`config.mk`:
```
export PLATFORM = sky130hd
export DESIGN_NAME = rqjd_ctrl
export DESIGN_NICKNAME = d
export VERILOG_FILES = /design/src/rtl/rqjd_pkg.sv /design/src/rtl/rqjd_ctrl.sv
export SDC_FILE = /design/constraint.sdc
export NUM_CORES = 1
export LEC_CHECK = 0
export ABC_AREA = 1
export BUFFER_PORTS_ARGS = -buffer_cell sky130_fd_sc_hd__clkbuf_2
export CORE_AREA = 5 5 42 44
export CTS_CLUSTER_SIZE = 40
export DETAILED_ROUTE_END_ITERATION = 10
export DIE_AREA = 0 0 47 49
export GPL_TIMING_DRIVEN = 0
export PLACE_DENSITY = 0.46
export REMOVE_ABC_BUFFERS = 1
export SLEW_MARGIN = 20
export SYNTH_ARGS = -nofsm -noshare
export SYNTH_HDL_FRONTEND = slang
export SYNTH_SLANG_ARGS = --single-unit
```
`constraint.sdc`:
```
create_clock -name clk -period 2.4 [get_ports clk]
set_input_delay 0.48 -clock clk [delete_from_list [all_inputs] [get_ports clk]]
set_output_delay 0.48 -clock clk [all_outputs]
set_load 0.005 [all_outputs]
```
`src/rtl/rqjd_pkg.sv`:
```
// Shared types, codes and constants for the ready queue job dispatcher.
`timescale 1ns / 1ps
`default_nettype none

package rqjd_pkg;

  // Default sizes handed to the top level parameters
  localparam int DEF_QUEUE_DEPTH = 32;
  localparam int DEF_TIME_WIDTH  = 16;

  // Fixed port field widths
  localparam int REQ_W      = 2;
  localparam int ID_W       = 8;
  localparam int EXT_TIME_W = 16;
  localparam int PRIO_W     = 4;
  localparam int STATUS_W   = 3;
  localparam int CFG_IDX_W  = 1;
  localparam int CFG_DATA_W = 8;
  localparam int QUANTUM_W  = 8;

  localparam logic [QUANTUM_W-1:0] RESET_QUANTUM = 8'd3;

  // Configuration register indexes
  localparam logic [CFG_IDX_W-1:0] CFG_POLICY  = 1'b0;
  localparam logic [CFG_IDX_W-1:0] CFG_QUANTUM = 1'b1;

  typedef enum logic [REQ_W-1:0] {
    REQ_SUBMIT   = 2'd0,
    REQ_DISPATCH = 2'd1,
    REQ_COMPLETE = 2'd2
  } req_kind_t;

  typedef enum logic [1:0] {
    POL_FCFS = 2'd0,
    POL_SJF  = 2'd1,
    POL_RR   = 2'd2,
    POL_PRIO = 2'd3
  } policy_t;

  typedef enum logic [STATUS_W-1:0] {
    ST_OK     = 3'd0,
    ST_FULL   = 3'd1,
    ST_EMPTY  = 3'd2,
    ST_NO_RUN = 3'd3,
    ST_BUSY   = 3'd4
  } status_t;

  // Controller to datapath commands
  typedef struct packed {
    logic capture;
    logic exec;
    logic scan;
    logic pick;
    logic load_out;
  } dp_cmd_t;

  // Datapath to controller status
  typedef struct packed {
    logic scan_needed;
    logic scan_done;
  } dp_stat_t;

endpackage

`default_nettype wire

```
`src/rtl/rqjd_ctrl.sv`:
```
// Sequencer for the dispatcher: request intake, scan and result hand-off.
`timescale 1ns / 1ps
`default_nettype none

module rqjd_ctrl import rqjd_pkg::*; (
  input  wire logic     clk,
  input  wire logic     rst,
  input  wire logic     in_valid,
  output logic          in_ready,
  output logic          out_valid,
  input  wire logic     out_ready,
  output dp_cmd_t       cmd,
  input  wire dp_stat_t stat
);

  typedef enum logic [3:0] {
    S_IDLE = 4'b0001,
    S_EXEC = 4'b0010,
    S_SCAN = 4'b0100,
    S_PICK = 4'b1000
  } state_t;

  state_t state, state_next;
  logic   out_free;

  // Output register can take a new result this cycle
  assign out_free = !out_valid || out_ready;
  assign in_ready = (state == S_IDLE);

  // Commands
  always_comb begin
    cmd.capture  = in_ready && in_valid;
    cmd.exec     = (state == S_EXEC) && out_free;
    cmd.scan     = (state == S_SCAN);
    cmd.pick     = (state == S_PICK) && out_free;
    cmd.load_out = (cmd.exec && !stat.scan_needed) || cmd.pick;
  end

  // Next state
  always_comb begin
    state_next = state;
    case (state)
      S_IDLE: begin
        if (in_valid) state_next = S_EXEC;
      end
      S_EXEC: begin
        if (out_free) state_next = stat.scan_needed ? S_SCAN : S_IDLE;
      end
      S_SCAN: begin
        if (stat.scan_done) state_next = S_PICK;
      end
      S_PICK: begin
        if (out_free) state_next = S_IDLE;
      end
      default: state_next = S_IDLE;
    endcase
  end

  always_ff @(posedge clk) begin
    if (rst) begin
      state     <= S_IDLE;
      out_valid <= 1'b0;
    end else begin
      state <= state_next;
      if (cmd.load_out) begin
        out_valid <= 1'b1;
      end else if (out_ready) begin
        out_valid <= 1'b0;
      end
    end
  end

endmodule

`default_nettype wire

```
* Yosys cells after proc, flatten, opt, wreduce, memory -nomap -nowiden
Cells that the tools add are included.
** Word-level totals
- Logic and storage cells :: 28
- Register bits :: 5
- Bits in writable memories :: 0
- Latch bits :: 0
- Memories :: 0
- Memory bits (read-only) :: 0
** Operators by class
- Div/mod/pow operators :: 0
- Reductions and logical operators :: 10
- Add/subtract/negate cells :: 0
- Shift-type cells :: 0
- Bitwise operators :: 0
- Eq/ne operators :: 8
- Magnitude comparators :: 0
- Muxes and demuxes :: 8
- Multiply operators :: 0
** Operator list (count)
- two-way mux 4 bit :: 4
- one-hot mux 4 bit (4 select lines) :: 1
- inequality test 2 bit, second input constant :: 3
- == test 4 x 1 -> 1 bit, second input constant :: 1
- == test 4 x 2 -> 1 bit, second input constant :: 1
- == test 4 x 3 -> 1 bit, second input constant :: 1
- == test 4 bit, second input constant :: 1
- logical AND 1 bit :: 4
- AND reduction 4 bit :: 1
- two-way mux 3 bit :: 1
- zero test 1 bit :: 2
- logical OR 1 bit :: 2
- two-way mux 1 bit :: 2
- inequality test 2 x 1 -> 1 bit, second input constant :: 1
- nonzero test 2 bit :: 1

* Longest topological paths before layout
Gate-level depths: netlist (run 1).
- Depth in word-level cells :: 6
- Gate-level depth with buffers :: 8

* Least setup slack after synthesis (run 1)
OpenSTA, ideal clock, no wires.
- Path type :: reg2out
- Start :: register state[3]
- End :: output port cmd[0] in the netlist's numbering
- Data required time :: 1920 ps
- Stages on the path, launching flop included :: 6
- Path buffers :: 0
- Arrival :: 894 ps
- Setup slack :: 1026 ps
- Path through :: dfxtp_1 -> nor2_2 -> nand2_2 -> nor2_2 -> inv_2 -> o22ai_1
** RTL lines
- from (decl) :: line rqjd_ctrl.sv:23 : state_t state, state_next;
- from (signal assigned) :: line rqjd_ctrl.sv:64 : state <= state_next;
- to (decl) :: line rqjd_ctrl.sv:12 : output dp_cmd_t cmd,

==> results of run 1 <==
sequential cells by signal (all words and copies together) (netlist names):
name       cells
out_valid      1
state          4
path summary, 6_finish.rpt:
check,endpoint,slack [ns],cells past startpoint
hold / removal,state[1],0.40,2
setup / recovery,cmd[0],0.60,6
hold reg to reg,state[3],0.53,2
setup reg to reg,state[3],1.28,6
layer usage:
| layer | up-vias | share of wire | wire length [um] |
|---|---|---|---|
| met5 | - | 0 | 0 |
| met4 | 0 | 0.015 | 12 |
| met3 | 2 | 0.081 | 63 |
| met2 | 8 | 0.45 | 352 |
| met1 | 152 | 0.45 | 354 |
| li1 | 212 | - | - |
cells by family after synthesis:
| logic type | count (synthesis) | synth area share |
|---|---|---|
| simple gates | 37 | 0.503 |
| flops | 5 | 0.278 |
| buf+inv | 16 | 0.167 |
| compound gates | 3 | 0.0521 |
where the power goes:
part | total (mW) | internal, mW | switching (mW) | leakage, nW
Sequential | 0.123 | 0.103 | 0.0199 | 0.0410
Clock | 0.105 | 0.0633 | 0.0414 | 0.0150
Combinational | 0.178 | 0.0685 | 0.109 | 0.218
cells in the final DEF (no fill, tap or decap):
cell / n
clkbuf_2: 12
nor2_1: 9
nand2_1: 11
clkbuf_1: 1
nor2_2: 6
nand3_2: 1
o211ai_1: 1
nand3_1: 7
o22ai_1: 1
inv_1: 13
nor2_4: 1
dfxtp_1: 5
nand2_2: 2
clkbuf_4: 3
inv_2: 3
a21oi_1: 1
layout make-up:
cell class,instances,area (um2),area share
well taps,16,20.0,0.0429
clock buffers,4,26.3,0.0563
repair buffers,12,60.1,0.129
flip-flops and latches,5,100,0.214
multi-input cells,40,200,0.429
inverters,16,60.1,0.129
critical path: cells and delay by family, from the launching register on:
| kind | cells | cell delay (ns) |
|---|---|---|
| buffers and inverters | 2 | 0.17 |
| AO/OA/AOI/OAI | 1 | 0.09 |
| AND/OR/NAND/NOR | 3 | 0.48 |
| flip-flops | 1 | 0.34 |
stage by stage:
stage,cell area (um2),power (mW),util,setup slack (ns),hold slack (ns)
6_report,467,0.405,0.333,0.600,0.396
5_1_grt,467,0.441,0.333,0.520,0.406
4_1_cts,467,0.408,0.333,0.588,0.400
3_5_place_dp,440,0.305,0.314,0.848,0.532
3_3_place_gp,440,0.306,0.314,0.862,0.525
2_1_floorplan,360,0.254,-,1.03,0.501
cells in the mapped netlist, drive strengths merged:
cell / n / area share
inv: 16 / 0.17
o211ai: 1 / 0.021
nor2: 16 / 0.23
a21oi: 1 / 0.014
dfxtp: 5 / 0.28
nand2: 13 / 0.15
nand3: 8 / 0.12
o22ai: 1 / 0.017
==> impl_metrics.tcl, run 1 <==
set metrics [dict create \
    cp_slowest_cell "dfxtp_1" \
    cts_tree "done" \
    clock-sinks 5 \
    hp-class "in2reg" \
    setup_violations 0 \
    cpMostUsedCell "nor2_2" \
    die_w_um 47 \
    cpPeakStageDelay_ns 0.34 \
    p_per_area_nw_per_um2 868 \
    max-vdd-ir-drop_uv 377 \
    maxSlewHeadroom 0.830 \
    endpoint_kind "primary output" \
    drt-initial-drc-count 0 \
    areaGrowthSynthToFinish_pct 29.5 \
    fp-row-count 14 \
    diodes 0 \
    max_freq_mhz 555 \
    drive_gt1_frac 0.364 \
    finalNonFillerCells 93 \
    cts_buffers 3 \
    final_hold_viol_count 0 \
    rsz0062_at_grt "no" \
    initial_core_util 0.257 \
    ctsResizeCount 0 \
    cp.arrival_ns 1.32 \
    worstSkewPairLatency_ns 0.25 \
    die_y_um 49 \
    syn_area_per_cell_um2 5.91 \
    required_ns 1.92 \
    cts_max_path_buffers 2 \
    worstPathMaxFanout 5 \
    synth_warnings 0 \
    drv_cap 0 \
    synth_cell_types 13 \
    tightest_slew_ns 0.255 \
    grt_remaining_overflow 0 \
    final.min_clock_period_ns 1.80 \
    drc 0 \
    gp_congestion 0.749 \
    antenna_left 0 \
    syn_inst 61 \
    ys_ff_latch 5 \
    netlist_area_um2 360 \
    crit_chain "nor2_2 > nand2_2 > nor2_2 > inv_2 > o22ai_1 > clkbuf_2" \
    grt_pass1_wl_mm 1.15 \
    p_leak_nw 0.274 \
    cts_root_buffer "clkbuf_4" \
    met2_usage 0.102 \
    grt_pass1_vias 302 \
    fillers 171 \
    final.setup.tns_ns 0 \
    dpl.hpwl_um 660 \
    portBuffers 12 \
    holdBufCountCts 0 \
    grt-busiest-layer "met2" \
    firstDrtPassIters 1 \
    fin_skew_ns 0.00347 \
    yosysSeqAreaShare 0.278 \
    grt_max_degree 8 \
    die_area_um2 2300 \
    htreeDepth 1 \
    r2r-start "state[3]" \
    wl_per_cell_um 8.41 \
    core_area_um2 1400 \
    slew_violations 0 \
    path_clk_slew_ns 0.05 \
    grt_use_met1 0.0835 \
    num_vias 374 \
    post-place-cells 89 \
    fin_crit_sh 0.750 \
    antenna_found_initial 0 \
    globalRouteMet3Util 0.0258 \
    vias_per_cell 4.02 \
    drt_wl_total_um 782 \
    post_cts_buffers 0 \
    critical_path.startpoint "state[3]" \
    gr-usage-all-layers 0.0718 \
    startpoint_type "flop" \
    hold_start "rst" \
    worstSetupPathType "reg2out" \
    status "completed" \
    nets 84 \
    boundaryPins 13 \
]
Note: power is estimated with default switching activity, not from simulation.
==> run 2: changes to the inputs <==
- PLACE_DENSITY: 0.46 -> 0.48
- clock period: 2.4 -> 1.6 ns (I/O delays scaled with it)
==> run 2 against run 1 <==
  * Sequential power grew 62%
  * Clock skew shrank 0.0033 ns
  * Cell count grew 4.3%
  * Largest power group unchanged
==> impl_metrics.tcl, run 2 (same netlist as run 1, synthesis figures left out) <==
set metrics [dict create \
    regMostFlops "state" \
    final.min_clock_period_ns 1.55 \
    startpoint_type "flop" \
    post-place-cells 89 \
    fp-row-count 14 \
    met3_length_um 41 \
    clkPwrFrac 0.230 \
    p_seq_frac 0.295 \
    final-seq-area_um2 105 \
    holdBufCountCts 0 \
    antenna_found_initial 0 \
    multi_input_area_um2 220 \
    die_w_um 47 \
    dpl.hpwl_um 636 \
    p_leak_nw 0.299 \
    status "completed" \
    drt_wl_total_um 880 \
    cp.arrival_ns 1.23 \
    final_hold_viol_count 0 \
    die_y_um 49 \
    top_layer_used "met4" \
    drt-met1-wl_um 364 \
    finalNonFillerCells 97 \
    wl_per_cell_um 9.07 \
    fin_crit_sh 0.969 \
    setup_violations 0 \
    p_per_area_nw_per_um2 1300 \
    grt_max_degree 8 \
    final.setup.tns_ns 0 \
    boundaryPins 13 \
    drv_cap 0 \
    gp_congestion 0.790 \
    comb_power_share 0.476 \
    nets 88 \
    core_area_um2 1400 \
    drt-initial-drc-count 6 \
    hp-class "in2reg" \
    drive_gt1_frac 0.457 \
    htreeDepth 1 \
    max_freq_mhz 645 \
    cts_buffers 3 \
    slew_violations 0 \
    die_area_um2 2300 \
    endpoint_kind "primary output" \
    required_ns 1.28 \
    p_switching_mw 0.282 \
    diodes 0 \
    areaGrowthSynthToFinish_pct 44.8 \
    num_vias 401 \
    worstSkewPairLatency_ns 0.25 \
    worstSetupPathType "reg2out" \
    switching_share 0.417 \
    reg.largest.list "state (4), out_valid (1)" \
    final_common_cell "inv_1" \
    worstPathMaxFanout 5 \
    antenna_left 0 \
    drc 0 \
    grt_pass1_wl_mm 1.34 \
    max-vdd-ir-drop_uv 571 \
    cts_root_buffer "clkbuf_4" \
    portBuffers 12 \
    wl_met2_um 442 \
    gr-usage-all-layers 0.0850 \
    cts_tree "done" \
    largest_reg_flops 4 \
    maxSlewHeadroom 0.859 \
    layout_common_cells "inv_1 (12), nand2_1 (11), clkbuf_2 (11), nor2_1 (9), nand3_1 (7)" \
    vias_per_cell 4.13 \
    fillers 171 \
    tightest_slew_ns 0.210 \
    path_clk_slew_ns 0.05 \
    p_int_mw 0.394 \
    clock-sinks 5 \
    firstDrtPassIters 4 \
    initial_core_util 0.257 \
    fin_skew_ns 0.000198 \
    cts_max_path_buffers 2 \
    grt_remaining_overflow 0 \
    grt_pass1_vias 331 \
]
==> run 2: cell types whose count changed in the layout (fill, tap and decap cells not counted), moves of 3 or more <==
cell and delta:
buf_4 +4, dfxtp_1 -4, dfxtp_2 +4, nor2_2 -3
nor2_4 +3
==> run 2: metrics by stage <==
stage	hold WS, ns	util	power [mW]	area, um2	setup slack, ns
3_3_place_gp	0.495	0.314	0.458	440	0.224
5_1_grt	0.242	0.372	0.739	522	-0.0138
4_1_cts	0.225	0.338	0.624	473	0.00483
2_1_floorplan	0.389	-	0.381	360	0.386
6_report	0.228	0.372	0.676	522	0.0497
3_5_place_dp	0.496	0.314	0.457	440	0.215
==> run 2: timing repair <==
action | CTS | global route
gates resized for setup | 2 | 8
buffers inserted | 0 | 4
gates cloned | 0 | 0
pin swaps | 0 | 3
setup endpoints to repair | 1 | 2
==> run 2: critical path, stage by stage (launching register included) <==
cell and delay [ns]:
dfxtp_2 0.34, nor2_4 0.19, nand2_4 0.08, nor2_4 0.12, inv_2 0.03, o22ai_1 0.09, buf_2 0.13
==> run 2: area by class of cell <==
cell class	count	area share
Sequential cell	5	0.201
Multi-Input combinational cell	40	0.422
Clock buffer	4	0.0504
Tap cell	16	0.0384
Timing Repair Buffer	16	0.173
Inverter	16	0.115
==> run 2: power groups by stage <==
stage	logic, mW	clock network, mW	registers (mW)
finish	0.322	0.155	0.199
global route	0.364	0.169	0.206
CTS	0.274	0.160	0.190
detailed placement	0.269	0	0.188
global placement	0.270	0	0.187
floorplan	0.199	0	0.181
==> run 2: path summary, 6_finish.rpt <==
kind	start	cells past startpoint	slack, ns	endpoint
worst max-delay path	state[2]	6	0.05	cmd[0]
worst min-delay path	rst	2	0.23	state[1]
worst max register to register	state[2]	7	0.44	state[2]
worst min register to register	state[3]	2	0.52	state[3]
==> run 2: layer usage <==
layer,up-vias,track usage
met3,4,0.0221
met4,0,0.0829
met5,-,0
met2,11,0.118
li1,222,-
met1,164,0.0983
