`config.mk`:
```
export PLATFORM = sky130hd
export DESIGN_NAME = rqjd_dpath
export DESIGN_NICKNAME = d
export VERILOG_FILES = /design/src/rtl/rqjd_pkg.sv /design/src/rtl/rqjd_ram.sv /design/src/rtl/rqjd_dpath.sv
export SDC_FILE = /design/constraint.sdc
export NUM_CORES = 1
export LEC_CHECK = 0
export BUFFER_PORTS_ARGS = -buffer_cell sky130_fd_sc_hd__buf_2
export CORE_MARGIN = 10
export CORE_UTILIZATION = 35
export DETAILED_ROUTE_END_ITERATION = 10
export GPL_ROUTABILITY_DRIVEN = 0
export HOLD_SLACK_MARGIN = 0.02
export SYNTH_ARGS = -nofsm -noshare
export SYNTH_HDL_FRONTEND = slang
export SYNTH_SLANG_ARGS = --single-unit
```
`constraint.sdc`:
```
create_clock -name clk -period 9.5 [get_ports clk]
set_input_delay 0.95 -clock clk [delete_from_list [all_inputs] [get_ports clk]]
set_output_delay 0.95 -clock clk [all_outputs]
set_load 0.02 [all_outputs]
```
`src/rtl/rqjd_pkg.sv`:
```
// Shared types, codes and constants for the ready queue job dispatcher.
`timescale 1ns / 1ps
`default_nettype none

package rqjd_pkg;

  // Default sizes handed to the top level parameters
  localparam int DEF_QUEUE_DEPTH = 32;
  localparam int DEF_TIME_WIDTH  = 16;

  // Fixed port field widths
  localparam int REQ_W      = 2;
  localparam int ID_W       = 8;
  localparam int EXT_TIME_W = 16;
  localparam int PRIO_W     = 4;
  localparam int STATUS_W   = 3;
  localparam int CFG_IDX_W  = 1;
  localparam int CFG_DATA_W = 8;
  localparam int QUANTUM_W  = 8;

  localparam logic [QUANTUM_W-1:0] RESET_QUANTUM = 8'd3;

  // Configuration register indexes
  localparam logic [CFG_IDX_W-1:0] CFG_POLICY  = 1'b0;
  localparam logic [CFG_IDX_W-1:0] CFG_QUANTUM = 1'b1;

  typedef enum logic [REQ_W-1:0] {
    REQ_SUBMIT   = 2'd0,
    REQ_DISPATCH = 2'd1,
    REQ_COMPLETE = 2'd2
  } req_kind_t;

  typedef enum logic [1:0] {
    POL_FCFS = 2'd0,
    POL_SJF  = 2'd1,
    POL_RR   = 2'd2,
    POL_PRIO = 2'd3
  } policy_t;

  typedef enum logic [STATUS_W-1:0] {
    ST_OK     = 3'd0,
    ST_FULL   = 3'd1,
    ST_EMPTY  = 3'd2,
    ST_NO_RUN = 3'd3,
    ST_BUSY   = 3'd4
  } status_t;

  // Controller to datapath commands
  typedef struct packed {
    logic capture;
    logic exec;
    logic scan;
    logic pick;
    logic load_out;
  } dp_cmd_t;

  // Datapath to controller status
  typedef struct packed {
    logic scan_needed;
    logic scan_done;
  } dp_stat_t;

endpackage

`default_nettype wire

```
`src/rtl/rqjd_ram.sv`:
```
// Generic single write port RAM with registered read.
`timescale 1ns / 1ps
`default_nettype none

module rqjd_ram #(
  parameter int WIDTH = 8,
  parameter int DEPTH = 32,
  localparam int AW = $clog2(DEPTH)
) (
  input  wire logic             clk,
  input  wire logic             we,
  input  wire logic [AW-1:0]    waddr,
  input  wire logic [WIDTH-1:0] wdata,
  input  wire logic [AW-1:0]    raddr,
  output logic      [WIDTH-1:0] rdata
);

  logic [WIDTH-1:0] mem [DEPTH];

  always_ff @(posedge clk) begin
    if (we) begin
      mem[waddr] <= wdata;
    end
    rdata <= mem[raddr];
  end

endmodule

`default_nettype wire

```
`src/rtl/rqjd_dpath.sv`:
```
// Datapath: ready queue storage, pointers, running job, scan and result register.
`timescale 1ns / 1ps
`default_nettype none

module rqjd_dpath import rqjd_pkg::*; #(
  parameter int QUEUE_DEPTH = DEF_QUEUE_DEPTH,
  parameter int TIME_WIDTH  = DEF_TIME_WIDTH
) (
  input  wire logic                  clk,
  input  wire logic                  rst,
  input  wire dp_cmd_t               cmd,
  output dp_stat_t                   stat,
  input  wire logic [REQ_W-1:0]      req_type,
  input  wire logic [ID_W-1:0]       job_id,
  input  wire logic [EXT_TIME_W-1:0] job_time,
  input  wire logic [PRIO_W-1:0]     job_priority,
  input  wire logic                  cfg_we,
  input  wire logic [CFG_IDX_W-1:0]  cfg_index,
  input  wire logic [CFG_DATA_W-1:0] cfg_data,
  output logic [STATUS_W-1:0]        status,
  output logic [ID_W-1:0]            out_job_id,
  output logic [EXT_TIME_W-1:0]      slice,
  output logic [EXT_TIME_W-1:0]      remaining,
  output logic                       finished
);

  localparam int IDX_W = $clog2(QUEUE_DEPTH);
  localparam int CNT_W = $clog2(QUEUE_DEPTH + 1);
  localparam int ENT_W = ID_W + TIME_WIDTH + PRIO_W;
  localparam logic [IDX_W-1:0] LAST_IDX = IDX_W'(QUEUE_DEPTH - 1);
  localparam logic [CNT_W-1:0] FULL_CNT = CNT_W'(QUEUE_DEPTH);

  // Entry layout: {id, remaining time, priority}
  function automatic logic [ID_W-1:0] ent_id(input logic [ENT_W-1:0] e);
    return e[ENT_W-1 -: ID_W];
  endfunction

  function automatic logic [TIME_WIDTH-1:0] ent_rem(input logic [ENT_W-1:0] e);
    return e[PRIO_W +: TIME_WIDTH];
  endfunction

  function automatic logic [PRIO_W-1:0] ent_prio(input logic [ENT_W-1:0] e);
    return e[PRIO_W-1:0];
  endfunction

  function automatic logic [TIME_WIDTH-1:0] to_tw(input logic [EXT_TIME_W-1:0] v);
    logic [EXT_TIME_W+TIME_WIDTH-1:0] w;
    w = {{TIME_WIDTH{1'b0}}, v};
    return w[TIME_WIDTH-1:0];
  endfunction

  function automatic logic [EXT_TIME_W-1:0] to_ext(input logic [TIME_WIDTH-1:0] v);
    logic [EXT_TIME_W+TIME_WIDTH-1:0] w;
    w = {{EXT_TIME_W{1'b0}}, v};
    return w[EXT_TIME_W-1:0];
  endfunction

  function automatic logic [IDX_W-1:0] next_slot(input logic [IDX_W-1:0] i);
    return (i == LAST_IDX) ? '0 : i + IDX_W'(1);
  endfunction

  // Configuration
  policy_t              policy;
  logic [QUANTUM_W-1:0] quantum;
  logic [TIME_WIDTH-1:0] quantum_tw;
  logic [QUANTUM_W+TIME_WIDTH-1:0] quantum_wide;

  // Captured request
  logic [REQ_W-1:0]      rq_type;
  logic [ID_W-1:0]       rq_id;
  logic [TIME_WIDTH-1:0] rq_time;
  logic [PRIO_W-1:0]     rq_prio;
  req_kind_t             kind;

  // Queue pointers and running job
  logic [IDX_W-1:0]      head;
  logic [IDX_W-1:0]      tail;
  logic [CNT_W-1:0]      count;
  logic                  full;
  logic [ENT_W-1:0]      run_ent;
  logic                  run_valid;
  logic [TIME_WIDTH-1:0] granted;

  // Scan state
  logic [IDX_W-1:0]      scan_ptr;
  logic [CNT_W-1:0]      iss_left;
  logic                  rvld;
  logic [IDX_W-1:0]      rd_idx_q;
  logic                  first;
  logic [ENT_W-1:0]      best_ent;
  logic [IDX_W-1:0]      best_idx;
  logic [ENT_W-1:0]      head_ent;
  policy_t               pol_q;
  logic                  better;

  // Memory port
  logic                  ram_we;
  logic [IDX_W-1:0]      ram_waddr;
  logic [ENT_W-1:0]      ram_wdata;
  logic [ENT_W-1:0]      ram_rdata;

  // Completion arithmetic and result
  logic [TIME_WIDTH-1:0] dec;
  logic [TIME_WIDTH-1:0] new_rem;
  logic [TIME_WIDTH-1:0] grant_pick;
  logic [TIME_WIDTH-1:0] best_rem;
  logic [TIME_WIDTH-1:0] head_rem;
  status_t               res_status;
  logic [ID_W-1:0]       res_id;
  logic [EXT_TIME_W-1:0] res_slice;
  logic [EXT_TIME_W-1:0] res_rem;
  logic                  res_fin;

  rqjd_ram #(
    .WIDTH (ENT_W),
    .DEPTH (QUEUE_DEPTH)
  ) u_queue_ram (
    .clk   (clk),
    .we    (ram_we),
    .waddr (ram_waddr),
    .wdata (ram_wdata),
    .raddr (scan_ptr),
    .rdata (ram_rdata)
  );

  assign kind         = req_kind_t'(rq_type);
  assign full         = (count >= FULL_CNT);
  assign quantum_wide = {{TIME_WIDTH{1'b0}}, quantum};
  assign quantum_tw   = quantum_wide[TIME_WIDTH-1:0];
  assign best_rem     = ent_rem(best_ent);
  assign head_rem     = ent_rem(head_ent);
  assign grant_pick   = (pol_q == POL_RR) ? quantum_tw : best_rem;

  // Slice accounting for the running job
  assign dec     = (ent_rem(run_ent) < granted) ? ent_rem(run_ent) : granted;
  assign new_rem = ent_rem(run_ent) - dec;

  // Scan compare: strict less keeps the earliest entry on ties
  assign better = (pol_q == POL_SJF) ? (ent_rem(ram_rdata) < best_rem)
                                     : (ent_prio(ram_rdata) < ent_prio(best_ent));

  always_comb begin
    stat.scan_needed = (kind == REQ_DISPATCH) && !run_valid && (count != '0);
    stat.scan_done   = (iss_left == '0) && !rvld;
  end

  // Result and queue write selection
  always_comb begin
    res_status = ST_OK;
    res_id     = '0;
    res_slice  = '0;
    res_rem    = '0;
    res_fin    = 1'b0;
    ram_we     = 1'b0;
    ram_waddr  = tail;
    ram_wdata  = {rq_id, rq_time, rq_prio};
    if (cmd.pick) begin
      res_id    = ent_id(best_ent);
      res_slice = to_ext(grant_pick);
      res_rem   = to_ext(best_rem);
      // swap: the old head moves to the chosen slot, the head slot is popped
      ram_we    = 1'b1;
      ram_waddr = best_idx;
      ram_wdata = head_ent;
    end else begin
      case (kind)
        REQ_SUBMIT: begin
          res_id  = rq_id;
          res_rem = to_ext(rq_time);
          if (full) begin
            res_status = ST_FULL;
          end else begin
            ram_we = cmd.exec;
          end
        end
        REQ_DISPATCH: begin
          if (run_valid) begin
            res_status = ST_BUSY;
          end else if (count == '0) begin
            res_status = ST_EMPTY;
          end
        end
        REQ_COMPLETE: begin
          if (!run_valid) begin
            res_status = ST_NO_RUN;
          end else begin
            res_id    = ent_id(run_ent);
            res_slice = to_ext(granted);
            res_rem   = to_ext(new_rem);
            res_fin   = (new_rem == '0);
            ram_wdata = {ent_id(run_ent), new_rem, ent_prio(run_ent)};
            if ((new_rem != '0) && (policy == POL_RR)) begin
              if (full) begin
                res_status = ST_FULL;
              end else begin
                ram_we = cmd.exec;
              end
            end
          end
        end
        default: ;
      endcase
    end
  end

  // Control state
  always_ff @(posedge clk) begin
    if (rst) begin
      policy    <= POL_FCFS;
      quantum   <= RESET_QUANTUM;
      head      <= '0;
      tail      <= '0;
      count     <= '0;
      run_valid <= 1'b0;
      iss_left  <= '0;
      rvld      <= 1'b0;
      first     <= 1'b0;
    end else begin
      if (cfg_we) begin
        case (cfg_index)
          CFG_POLICY:  policy  <= policy_t'(cfg_data[1:0]);
          CFG_QUANTUM: quantum <= cfg_data[QUANTUM_W-1:0];
          default: ;
        endcase
      end

      // Queue push (submit or round robin requeue)
      if (cmd.exec && ram_we) begin
        tail  <= next_slot(tail);
        count <= count + CNT_W'(1);
      end

      if (cmd.exec) begin
        case (kind)
          REQ_DISPATCH: begin
            if (stat.scan_needed) begin
              iss_left <= ((policy == POL_SJF) || (policy == POL_PRIO)) ? count
                                                                        : CNT_W'(1);
              first    <= 1'b1;
            end
          end
          REQ_COMPLETE: begin
            if (run_valid) begin
              if ((new_rem == '0) || (policy != POL_RR) || !full) begin
                run_valid <= 1'b0;
              end
            end
          end
          default: ;
        endcase
      end

      // Issue reads, then compare the returning entries
      if (cmd.scan) begin
        rvld <= (iss_left != '0);
        if (iss_left != '0) begin
          iss_left <= iss_left - CNT_W'(1);
        end
        if (rvld) begin
          first <= 1'b0;
        end
      end

      if (cmd.pick) begin
        run_valid <= 1'b1;
        head      <= next_slot(head);
        count     <= count - CNT_W'(1);
      end
    end
  end

  // Payload registers
  always_ff @(posedge clk) begin
    if (cmd.capture) begin
      rq_type <= req_type;
      rq_id   <= job_id;
      rq_time <= to_tw(job_time);
      rq_prio <= job_priority;
    end

    if (cmd.exec && stat.scan_needed) begin
      scan_ptr <= head;
      pol_q    <= policy;
    end

    if (cmd.exec && (kind == REQ_COMPLETE) && run_valid) begin
      run_ent <= {ent_id(run_ent), new_rem, ent_prio(run_ent)};
    end

    if (cmd.scan) begin
      if (iss_left != '0) begin
        scan_ptr <= next_slot(scan_ptr);
        rd_idx_q <= scan_ptr;
      end
      if (rvld) begin
        if (first || better) begin
          best_ent <= ram_rdata;
          best_idx <= rd_idx_q;
        end
        if (first) begin
          head_ent <= ram_rdata;
        end
      end
    end

    if (cmd.pick) begin
      run_ent <= best_ent;
      granted <= grant_pick;
    end

    if (cmd.load_out) begin
      status     <= res_status;
      out_job_id <= res_id;
      slice      <= res_slice;
      remaining  <= res_rem;
      finished   <= res_fin;
    end
  end

  // Checks
  a_count_bound: assert property (@(posedge clk) disable iff (rst)
    count <= FULL_CNT)
    else $error("entry count exceeds queue depth");

  a_pick_runs: assert property (@(posedge clk) disable iff (rst)
    cmd.pick |=> run_valid)
    else $error("dispatch did not start a running job");

  a_sjf_min: assert property (@(posedge clk) disable iff (rst)
    cmd.pick && (pol_q == POL_SJF) |-> best_rem <= head_rem)
    else $error("shortest job pick is longer than head");

  a_prio_min: assert property (@(posedge clk) disable iff (rst)
    cmd.pick && (pol_q == POL_PRIO) |-> ent_prio(best_ent) <= ent_prio(head_ent))
    else $error("priority pick is less urgent than head");

endmodule

`default_nettype wire

```
; ---- Yosys cells after proc, flatten, opt, wreduce, memory -nomap -nowiden
; Memory sizes are Yosys's and may differ from the RTL's. A register that Yosys moved wholly into a read port is not among the register bits.
; Cells that the tools add are included.
[totals]
reg_bits = 226
mem_bits_rw = 896
in_bits = 47
out_inout_bits = 46
elab_cells = 141
mem_count = 1
[mem_list]
columns = name, words, word_bits, read_ports, rd_ports_with_merged_regs, wr, line
row1 = u_queue_ram.mem, 32, 28, 1, 1, 1, rqjd_ram.sv:18  ; logic [WIDTH-1:0] mem [DEPTH];
[classes]
add_sub_neg = 7
magnitude_cmp = 4
n_eq_ne = 11
mux = 55
bitwise = 3
reduce_logical = 33
[ops]
columns = operator, n
row1 = 16-bit two-way mux, 7
row2 = 28-bit two-way mux, 4
row3 = 6-bit two-way mux, 8
row4 = 5-bit two-way mux, 7
row5 = 16-bit < comparator, 2
row6 = 16-bit one-hot mux with 2 select lines, 1
row7 = 20-bit two-way mux, 1
row8 = 1-bit two-way mux, 18
row9 = 16-bit logical NOT, 1
row10 = 8-bit two-way mux, 2
row11 = 8-bit one-hot mux with 2 select lines, 1
row12 = 16-bit nonzero test, 1
row13 = 16-bit subtractor, 1
row14 = 5-bit by 1-bit adder with 5-bit output (second input constant), 3
row15 = 5-bit equality test (second input constant), 3
row16 = 6-bit logical NOT, 2
row17 = 6-bit nonzero test, 2
row18 = 6-bit by 1-bit subtractor with 6-bit output (second input constant), 2
row19 = 3-bit two-way mux, 3
row20 = 3-bit one-hot mux with 3 select lines, 1
row21 = 2-bit equality test (second input constant), 4
row22 = 1-bit logical AND, 8
row23 = 2-bit AND reduction, 4
row24 = 2-bit nonzero test, 4
row25 = other kinds (13), 23

; ---- Depth between registers and ports, before layout
[logic_depth]
ltp_word = 12
mapped_depth = 23
mapped_depth_nobuf = 22

; ---- By module
; A second synthesis with hierarchy kept.
[hier_totals]
cells_unflattened = 2969
area_unflattened_um2 = 46632.2
[by_module_without_submodules]
columns = module, instances, cells_each, area_per_inst_um2, seq_area_each_um2
row1 = rqjd_ram, 1, 1984, 35447.7, 27466.3
row2 = rqjd_dpath, 1, 985, 11184.5, 6386.1

; ---- Worst setup path after synthesis
; Ideal clock, no wire load.
[synth_path]
path_kind = reg2reg
start = register run_ent[5]
end = memory u_queue_ram.mem[17][0] (netlist name), enable pin
setup_ns = 0.413
arrival_time_ns = 5.731
required_ns = 9.087
path_slack_ns = 3.356
stages_incl_launch_ff = 21
n_path_buf = 2
synth_period_minus_slack_ns = 6.144
cell_sequence = edfxtp_1 > ha_1 > a2111o_1 > a21oi_1 > nor2_1 > nor2_1 > nor2_1 > nor2_1 > buf_2 > mux2i_1 > ha_1 > buf_6 > a21o_1 > a221oi_4 > nor2_1 > o31a_1 > o21ai_2 > nor4_4 > o211ai_4 > nand2_1 > nor2_1
[synth_between]
elab_chain_len = 11
[synth_rtl]
columns = item, line
row1 = from (decl), rqjd_dpath.sv:80  ; logic [ENT_W-1:0] run_ent;
row2 = from (signal assigned), rqjd_dpath.sv:287  ; run_ent <= {ent_id(run_ent), new_rem, ent_prio(run_ent)};
row3 = from (signal assigned), rqjd_dpath.sv:307  ; run_ent <= best_ent;
row4 = 16-bit < comparator, rqjd_dpath.sv:135  ; assign dec = (ent_rem(run_ent) < granted) ? ent_rem(run_ent) : granted;
row5 = 16-bit two-way mux, rqjd_dpath.sv:135
row6 = 16-bit subtractor (*), rqjd_dpath.sv:136  ; assign new_rem = ent_rem(run_ent) - dec;
row7 = 16-bit nonzero test (*), rqjd_dpath.sv:192  ; if ((new_rem != '0) && (policy == POL_RR)) begin
row8 = 1-bit logical AND (*), rqjd_dpath.sv:192
row9 = 1-bit two-way mux (*), rqjd_dpath.sv:192
row10 = 1-bit two-way mux (*), rqjd_dpath.sv:184  ; if (!run_valid) begin
row11 = 1-bit one-hot mux with 2 select lines (*), rqjd_dpath.sv:166  ; case (kind)
row12 = 1-bit two-way mux (*), rqjd_dpath.sv:157  ; if (cmd.pick) begin
row13 = 1-bit two-way mux (*), rqjd_ram.sv:21  ; if (we) begin
row14 = 1-bit two-way mux (implied by the code) (*), rqjd_ram.sv:22  ; mem[waddr] <= wdata;
row15 = to (decl), rqjd_ram.sv:18
; Mark *: on every way between the ends. The rest lies on a longest branch, timed or not.

; ---- Worst setup path in the final report
[layout_path]
start = register run_ent[5]
end = memory u_queue_ram.mem[31][24] (netlist name), enable pin
; Same word-level chain as after synthesis.

==> flow_metrics.tcl <==
set metrics [dict create \
    status "completed" \
    fin_util_pct 40.4 \
    viasPerCell 5.36 \
    core_mm2 0.132 \
    worstPathRequired_ns 9.84 \
    synth-seq-area-share_pct 72.9 \
    drt_pass1_iterations 5 \
    multiInputGateArea_mm2 0.0124 \
    clk_pin_slew_ns 0.06 \
    power_density_mw_per_mm2 288 \
    holdCritStartpoint "job_time[2]" \
    tritoncts "done" \
    fin_skew_ns 0.0589 \
    r2r_start "run_ent[5]" \
    fin_crit_sh_pct 74.6 \
    grt_pass1_vias 25164 \
    grt_max_degree 84 \
    r2r_end "u_queue_ram.mem[31][24]" \
    cts_hold_buf 0 \
    synth_edf_count 1082 \
    fmaxAchievable_ghz 0.141 \
    min_delay_path_depth 1 \
    drt-initial-drc-count 2595 \
    netlist_instances 2815 \
    cts-root-buf "clkbuf_16" \
    worstSetupStartpointType "flip-flop" \
    hold_end "rq_time[2]" \
    ant_nets 0 \
    dp_cells 4555 \
    synth_top_area_cell "edfxtp_1" \
    preCtsSetupSlack_ns 2.37 \
    grt_use_total_pct 16.0 \
    cts_sinks 1150 \
    tightest_slew_ns 1.27 \
    arrival_ns 7.43 \
    synthToLayoutAreaGrowth_pct 14.6 \
    fp.dieW_um 384 \
    seq_area_mm2 0.0339 \
    clk_latency_ns 0.74 \
    final_area_mm2 0.0532 \
    routed_wl_um 121000 \
    synthesis.area_mm2 0.0464 \
    syn_avg_cell_area_um2 16.5 \
    numCtsBuffers 111 \
    leakagePower_nw 17.5 \
    nets 3023 \
    finalSetupTns_ns 0 \
    final.setup.worst_slack_ns 2.42 \
    cts_max_path_buffers 3 \
    ys.flop_type "edfxtp_1" \
    drv_cap 0 \
    initial_core_util_pct 35.3 \
    path_max_fanout 28 \
    gr-total-overflow 0 \
    syn_nets 2925 \
    num-fill-cells 11840 \
    dieArea_mm2 0.148 \
    dpl_cell_area_mm2 0.0494 \
    ff2ff_setup_slack_ns 2.42 \
    setup_viol 0 \
    peakVddDrop_uv 188 \
    layout-drive-gt1-share_pct 18.8 \
    synth_seq_cells 1150 \
    whs_ns 0.390 \
    yosysWarningCount 0 \
    p_total_mw 15.3 \
    die-height_um 384 \
    rsz0062_at_grt "no" \
    cts_resized 0 \
    grt_pass1_wl_um 176000 \
    cts_setup_buffers 0 \
    rows 133 \
    finalNonFillerCells 4762 \
    drc_errors 0 \
    avgRoutedWirePerCell_um 25.5 \
    io_pins 93 \
    critPathCaptureType "flip-flop" \
    via_count 25533 \
    hold_class "input pin to flip-flop" \
    async_flop_share_pct 0 \
    port_buffers 92 \
    synthDistinctLibCells 75 \
    worstSetupPathType "flip-flop to flip-flop" \
    r2r_cells 21 \
    hold_violations 0 \
    fin_crit_ns 7.08 \
    dpl.hpwl_um 76300 \
    synth.area.top_cells "edfxtp_1 (70%), mux4_2 (5.4%), mux2i_1 (4.5%)" \
    htree_num_levels 3 \
    synth_top_area_share_pct 70.0 \
    antenna_found_initial 6 \
    relSlewSlack_pct 15.3 \
    maxSlewViolCount 0 \
]
cell usage in the layout (no fill, tap or decap), types with 40 or more instances in the layout:
cell type  instances
o221ai_1          84
o21ai_0          139
mux4_2           112
clkbuf_16        112
mux2i_1          210
buf_4             40
dfxtp_1           63
edfxtp_1        1082
nand2_1          226
a21oi_1          165
buf_2             91
ha_1              61
mux2_2            67
nor2_1            56
inv_1             58
worst max-delay path by stage:
stage	start	to	slack (ns)
after floorplan	run_ent[5]	u_queue_ram.mem[17][0]	3.36
after global routing	run_ent[5]	u_queue_ram.mem[27][5]	2.02
after global placement	run_ent[5]	u_queue_ram.mem[31][22]	2.43
after detailed placement	run_ent[5]	u_queue_ram.mem[31][1]	2.37
after CTS	run_ent[5]	u_queue_ram.mem[31][24]	2.35
final	run_ent[5]	u_queue_ram.mem[31][24]	2.42
cell usage after synthesis (all sizes together), types with 6 or more instances:
cell / n
edfxtp: 1082
nand2: 228
mux2i: 210
o21ai: 172
a21oi: 165
mux4: 112
clkbuf: 106
nor2: 90
o221ai: 84
dfxtp: 68
mux2: 67
ha: 61
inv: 58
buf: 41
o22ai: 33
and2: 23
a21o: 15
nand2b: 15
o31ai: 15
nor3: 12
xnor2: 12
nor2b: 11
o21bai: 11
a22oi: 10
nand4: 10
and3: 9
nor3b: 9
a31oi: 8
nand3: 8
a311oi: 7
a211oi: 6
area by class of cell:
| type | instances | area share [%] |
|---|---|---|
| Multi-Input combinational cell | 1458 | 23.3 |
| Tap cell | 1755 | 4.13 |
| Sequential cell | 1150 | 63.6 |
| Inverter | 60 | 0.423 |
| Clock inverter | 75 | 1.66 |
| Antenna cell | 2 | 0.00940 |
| Timing Repair Buffer | 132 | 1.44 |
| Clock buffer | 130 | 5.45 |
state kept, by name (all words and copies together) (netlist names), 16 cells and up:
name / flops
u_queue_ram.mem: 896
best_ent: 28
head_ent: 28
run_ent: 28
u_queue_ram.rdata: 28
granted: 16
remaining: 16
rq_time: 16
slice: 16
kinds of logic after synthesis:
family / Yosys count / share of synthesized area, %
buffers and inverters: 207 / 1.72
XOR/XNOR: 15 / 0.283
AO/OA/AOI/OAI: 555 / 7.50
AND/OR/NAND/NOR: 436 / 4.28
flip-flops: 1150 / 72.9
multiplexers: 389 / 11.6
adder cells (fa/ha/maj): 63 / 1.73
metal layers:
layer	global-route usage [%]	wire, um
met2	24.7	55000
met4	5.05	3630
met3	3.15	8660
met5	0	13
met1	22.8	54000
worst max-delay path: stages, from the launching register on:
cell and delay, ns:
edfxtp_1 0.46, ha_1 0.33, a2111o_1 0.37, a21oi_1 0.30, nor2_1 0.10, nor2_1 0.13, nor2_1 0.05, nor2_1 0.31
buf_4 0.31, mux2_2 0.21, ha_1 0.14, inv_1 0.05, fa_1 0.43, a21o_1 0.24, a221oi_4 0.36, nor2_1 0.13
o31a_1 0.28, o21ai_2 0.18, nor4_4 0.10, o211ai_4 0.43, nand2_1 0.74, nor2_4 1.03
power by group:
group	switching (mW)	leakage [nW]	internal [mW]
registers	0.281	10.5	5.93
logic	2.92	5.20	1.64
clock network	1.94	1.83	2.63
Power figures use the tool's default switching activity.
